$ cat src/rtl/core/lnsw_pkg.sv
// Shared types and constants for the LCD nibble shift register writer.
// Used by lnsw_frame_gen and lcd_nibble_shift_register_writer; no dependencies.
package lnsw_pkg;

    typedef enum logic [1:0] {
        OP_CMD    = 2'd0,
        OP_CHAR   = 2'd1,
        OP_CURSOR = 2'd2,
        OP_NONE   = 2'd3
    } t_op;

    localparam int FRAME_BITS  = 8;
    localparam int FRAME_COUNT = 6;
    localparam int RUN_BITS    = FRAME_COUNT * FRAME_BITS;
    localparam int IDX_W       = $clog2(RUN_BITS);
    localparam int COL_COUNT   = 16;
    localparam int COL_W       = $clog2(COL_COUNT);

    localparam logic [7:0] EN_BIT     = 8'h08;
    localparam logic [7:0] EN_RS_BITS = 8'h0C;
    localparam logic [7:0] RS_BIT     = 8'h04;
    localparam logic [7:0] HI_NIBBLE  = 8'hF0;
    localparam logic [7:0] ROW1_BASE  = 8'h80;
    localparam logic [7:0] ROW2_BASE  = 8'hC0;

    typedef logic [RUN_BITS-1:0] t_run;
    typedef logic [IDX_W-1:0]    t_idx;

endpackage

$ cat src/rtl/core/lnsw_frame_gen.sv
// Builds the six latch frames for one LCD request as one 48-bit word, first frame
// in the top byte. Depends on lnsw_pkg.
module lnsw_frame_gen (
    input  lnsw_pkg::t_op  i_op,
    input  logic [7:0]     i_data,
    input  logic [1:0]     i_row,
    input  logic [4:0]     i_col,
    output lnsw_pkg::t_run o_frames
);
    import lnsw_pkg::*;

    logic [7:0]       byte_val;
    logic             rs;
    logic [7:0]       ctl;
    logic [7:0]       keep;
    logic [7:0]       hi;
    logic [7:0]       lo;
    logic [COL_W-1:0] col_off;
    logic [7:0]       row_base;

    // Columns count from one; the offset wraps within the row width.
    assign col_off  = i_col[COL_W-1:0] - COL_W'(1);
    assign row_base = (i_row == 2'd1) ? ROW1_BASE : ROW2_BASE;

    always_comb begin
        case (i_op)
            OP_CMD: begin
                byte_val = i_data;
                rs       = 1'b0;
            end
            OP_CHAR: begin
                byte_val = i_data;
                rs       = 1'b1;
            end
            OP_CURSOR: begin
                byte_val = row_base | 8'(col_off);
                rs       = 1'b0;
            end
            default: begin
                byte_val = i_data;
                rs       = 1'b0;
            end
        endcase
    end

    assign ctl  = rs ? EN_RS_BITS : EN_BIT;
    assign keep = rs ? RS_BIT : 8'h00;
    assign hi   = byte_val & HI_NIBBLE;
    assign lo   = {byte_val[3:0], 4'h0};

    assign o_frames = {ctl, hi | ctl, hi | keep, ctl, lo | ctl, lo | keep};

endmodule

$ cat src/rtl/core/lcd_nibble_shift_register_writer.sv
// Each accepted item (command, character or cursor move) is sent to a 4-bit-mode
// character LCD as six 8-bit latch frames, shifted out MSB first: one output item
// per bit, 48 per input item, at one bit per cycle while the sink is ready. One
// further request is held in the input register, so consecutive runs follow without a
// gap. Operation code 3 is accepted and produces no output. Depends on lnsw_pkg and
// lnsw_frame_gen.
module lcd_nibble_shift_register_writer (
    input  logic        i_clk,
    input  logic        i_rst_n,
    input  logic        s_axis_tvalid,
    output logic        s_axis_tready,
    input  logic [15:0] s_axis_tdata,   // data_byte[7:0], row[9:8], column[14:10], zeros
    input  logic [1:0]  s_axis_tuser,   // operation[1:0]
    output logic        m_axis_tvalid,
    input  logic        m_axis_tready,
    output logic [7:0]  m_axis_tdata,   // serial_bit[0], zeros
    output logic        m_axis_tuser,   // latch_after[0]
    output logic        m_axis_tlast
);
    import lnsw_pkg::*;

    // Pending request.
    logic       r_in_valid, n_in_valid;
    t_op        r_in_op;
    logic [7:0] r_in_data;
    logic [1:0] r_in_row;
    logic [4:0] r_in_col;

    // Serializer.
    logic r_busy, n_busy;
    t_idx r_idx, n_idx;
    t_run r_sh;
    t_run frames;

    logic in_fire;
    logic out_fire;
    logic run_end;
    logic slot_free;
    logic load;

    lnsw_frame_gen u_frame_gen (
        .i_op     (r_in_op),
        .i_data   (r_in_data),
        .i_row    (r_in_row),
        .i_col    (r_in_col),
        .o_frames (frames)
    );

    assign in_fire   = s_axis_tvalid && s_axis_tready;
    assign out_fire  = r_busy && m_axis_tready;
    assign run_end   = (r_idx == IDX_W'(RUN_BITS - 1));
    assign slot_free = !r_busy || (out_fire && run_end);
    assign load      = r_in_valid && slot_free;

    assign s_axis_tready = !r_in_valid || load;

    always_comb begin
        n_in_valid = r_in_valid;
        if (in_fire) begin
            // An unused operation is taken and dropped here.
            n_in_valid = (t_op'(s_axis_tuser) != OP_NONE);
        end else if (load) begin
            n_in_valid = 1'b0;
        end
    end

    always_comb begin
        n_busy = r_busy;
        n_idx  = r_idx;
        if (load) begin
            n_busy = 1'b1;
            n_idx  = '0;
        end else if (out_fire) begin
            if (run_end) begin
                n_busy = 1'b0;
            end
            n_idx = r_idx + IDX_W'(1);
        end
    end

    always_ff @(posedge i_clk) begin
        if (!i_rst_n) begin
            r_in_valid <= 1'b0;
            r_busy     <= 1'b0;
            r_idx      <= '0;
        end else begin
            r_in_valid <= n_in_valid;
            r_busy     <= n_busy;
            r_idx      <= n_idx;
        end
    end

    always_ff @(posedge i_clk) begin
        if (in_fire) begin
            r_in_op   <= t_op'(s_axis_tuser);
            r_in_data <= s_axis_tdata[7:0];
            r_in_row  <= s_axis_tdata[9:8];
            r_in_col  <= s_axis_tdata[14:10];
        end
        if (load) begin
            r_sh <= frames;
        end else if (out_fire) begin
            r_sh <= {r_sh[RUN_BITS-2:0], 1'b0};
        end
    end

    assign m_axis_tvalid = r_busy;
    assign m_axis_tdata  = {7'b0, r_sh[RUN_BITS-1]};
    assign m_axis_tuser  = (r_idx[2:0] == 3'(FRAME_BITS - 1));
    assign m_axis_tlast  = run_end;

`ifndef NO_ASSERTIONS
    a_last_latches: assert property (@(posedge i_clk) disable iff (!i_rst_n)
        (m_axis_tvalid && m_axis_tlast) |-> m_axis_tuser)
        else $error("final bit of a run does not pulse the latch");

    a_run_continues: assert property (@(posedge i_clk) disable iff (!i_rst_n)
        (out_fire && !run_end) |=> (r_busy && r_idx == $past(r_idx) + IDX_W'(1)))
        else $error("serializer stopped or skipped a bit inside a run");

    a_load_only_free: assert property (@(posedge i_clk) disable iff (!i_rst_n)
        (r_busy && !out_fire) |=> (r_busy && $stable(r_idx) && $stable(r_sh)))
        else $error("serializer state changed while the output was stalled");

    a_pending_kept: assert property (@(posedge i_clk) disable iff (!i_rst_n)
        (r_in_valid && !slot_free) |=> r_in_valid)
        else $error("pending request lost while the serializer was busy");
`endif

endmodule
$ cat config.mk
export PLATFORM = sky130hd
export DESIGN_NAME = lcd_nibble_shift_register_writer
export DESIGN_NICKNAME = d
export VERILOG_FILES = /design/src/rtl/core/lnsw_pkg.sv /design/src/rtl/core/lnsw_frame_gen.sv /design/src/rtl/core/lcd_nibble_shift_register_writer.sv
export SDC_FILE = /design/constraint.sdc
export NUM_CORES = 1
export LEC_CHECK = 0
export ABC_AREA = 1
export BUFFER_PORTS_ARGS = -buffer_cell sky130_fd_sc_hd__buf_2
export CAP_MARGIN = 20
export CORE_UTILIZATION = 57
export CTS_BUF_LIST = sky130_fd_sc_hd__clkbuf_4 sky130_fd_sc_hd__clkbuf_8 sky130_fd_sc_hd__clkbuf_16
export CTS_CLUSTER_DIAMETER = 80
export DETAILED_ROUTE_END_ITERATION = 6
export GPL_ROUTABILITY_DRIVEN = 0
export PLACE_DENSITY_LB_ADDON = 0.15
export SLEW_MARGIN = 10
export SYNTH_ARGS = -nofsm -noshare
export SYNTH_HDL_FRONTEND = slang
export SYNTH_SLANG_ARGS = --single-unit
$ cat constraint.sdc
create_clock -name i_clk -period 5 [get_ports i_clk]
set_clock_uncertainty 0.15 [all_clocks]
set_input_delay 1.5 -clock i_clk [delete_from_list [all_inputs] [get_ports i_clk]]
set_output_delay 1.5 -clock i_clk [all_outputs]
set_load 0.03 [all_outputs]
==> metrics.txt <==
Die H=73.5 µm; largest net degree at the start of global routing=47; Syn Area/Cell=10.8 µm²; PnR worst setup slack=1.07 ns; share of post-route cells with drive strength above 1=0.158; Layout Cells excl Fill=371; initial antenna violation count=0; FP Rows=25; starting density of the core=0.605; Critical Path AT=2.28 ns; area grow syn2layout=12.5%; RSZ-0062 raised after global routing=false; vias in the first global route=1542; die width=73.5 µm; Mapped Cells=270; fin. max-slew vios=0; core footprint=0.00482 mm²; total track usage=0.173; Post-Syn Area=0.00292 mm²; Worst Hold Class=reg2reg; area of the die=0.00541 mm²; 1st-iter DRT viols=109; Setup crit end kind=output pin; Hold Buf Count CTS=0; WL final=4050 µm; Syn. warnings=0; Antenna diodes=0; outcome=complete, no violations; Num Clock Sinks=70; Peak supply drop=0.000258 V; antenna-violating nets left=0; Synth area leaders=edfxtp_1 (64%), nand2_1 (9.8%), dfxtp_1 (5.5%); sequential fraction of the synthesis area=0.693; clk slew on worst S/H paths=0.07 ns; TritonRoute pass-1 iters=4; Power Dens Cells=389 mW/mm²; Lkg Pwr=1.48 nW; CTS Buf Count=9; Placed Instances=355; post-DR vias/cell=4.51; Netlist cell types=23; final setup vio count=0; Post-Place Worst Slack=1.07 ns; Clock Tree Buf Depth=2; io pins=34; Synth area leader=edfxtp_1; Worst-Margin Slew=0.573 ns; final-report hold violation count=0; slowest cell delay on critical path=0.22 ns; setup TNS=0 ns; instance area at placement=0.00307 mm²; crit path time final=3.93 ns; Skew-Pair Late Insertion Delay=0.34 ns; most common cell after layout, fill and taps aside=nand2_1; TritonCTS clock tree=built; DRC violations left=0; most frequent cells in the layout=nand2_1 (76), edfxtp_1 (62), inv_1 (40), nor2_1 (35), buf_2 (24); CTS resizes=0; fmax=0.254 GHz; Slew headroom=0.618; CP Data Required Time=3.35 ns; final instance area=0.00328 mm²; Max Cap Viol=0; first-pass GRT wire length=6620 µm; Synth Register Bits=70; area of the multi-input gates=673 µm²; # nets final=324; DP HPWL=2590 µm; share of the synthesized area in the top cell type=0.638; crit path max-delay cell type=buf_2; routed vias=1673; mean routed wirelength per cell=10.9 µm; grt ovf=0; # port buffers=24; worst path cell trace=buf_2 -> nand2_2 -> inv_2 -> nand3_2 -> nand3_1 -> buf_2; crit start category=input pin; Setup CP Type=in2out; CTS Root Buffer Type=clkbuf_8; Fill cells=354; Tcrit/Tclk final=0.786; Crit Path Max Fanout=7; post-CTS setup buffer count=0; Util after Layout=0.681; FF+latch area=0.00202 mm²; H-tree depth=3; critical path's most frequent cell=buf_2
[routing by layer]
| layer | routed length, µm | global-route usage | up-vias |
|---|---|---|---|
| li1 | - | - | 900 |
| met3 | 116 | 0.0412 | 10 |
| met4 | 99 | 0.115 | 0 |
| met2 | 1880 | 0.275 | 28 |
| met1 | 1950 | 0.211 | 735 |
| met5 | 0 | 0 | - |
[cell usage after synthesis (all sizes together)]
master / n
or2: 1
inv: 41
conb: 1
ha: 3
dfxtp: 8
nand3b: 2
buf: 13
a21oi: 3
xnor2: 1
nor3: 1
edfxtp: 62
clkbuf: 1
nand3: 11
xor2: 2
nand2: 79
o21ai: 6
nor2: 35
[report_power, final]
part | total (mW) | switching (mW) | internal, mW
Clock | 0.484 | 0.195 | 0.289
Sequential | 0.702 | 0.0134 | 0.689
Combinational | 0.0921 | 0.0642 | 0.0280
[kinds of logic after synthesis]
logic type               Yosys count  share of synthesized area
AND/OR/NAND/NOR                  129                      0.181
flip-flops                        70                      0.693
adder cells (fa/ha/maj)            3                     0.0129
XOR/XNOR                           3                    0.00901
buffers and inverters             55                     0.0875
AO/OA/AOI/OAI                      9                     0.0154
other                              1                    0.00129
[area by class of cell]
type                       count  area share
timing repair buffer          26      0.0412
multi-input combinational    151       0.205
tap                           67      0.0256
clock buffer                  11      0.0423
sequential                    70       0.616
inverter                      41      0.0469
clock inverter                 5      0.0225
[stage by stage]
stage	hold slack (ns)	total power, mW
after floorplan	0.308	0.789
after global routing	0.371	1.33
final	0.353	1.28
after global placement	0.338	0.804
after CTS	0.355	1.29
after detailed placement	0.338	0.808
[flip-flops by register name, summed over array words and instances, names as in the netlist]
register	cells
r_idx	6
r_in_valid	1
r_in_col	4
m_axis_tvalid	1
r_in_op	2
r_in_row	2
r_sh	46
r_in_data	8
[path summary, 6_finish.rpt]
kind                              start                     end  slack, ns  cells after the start
max                       m_axis_tready           s_axis_tready       1.07                      6
min                  r_sh[12]$_DFFE_PP_      r_sh[13]$_DFFE_PP_       0.35                      2
min reg2reg          r_sh[12]$_DFFE_PP_      r_sh[13]$_DFFE_PP_       0.35                      2
max reg2reg  m_axis_tvalid$_SDFFE_PN0P_  r_in_data[7]$_DFFE_PP_       2.99                      6
[worst max-delay path, delay by kind of cell]
family	cells	cell delay, ns
and+or+nand+nor	3	0.36
buffers and inverters	3	0.42
Power figures use the tool's default switching activity.
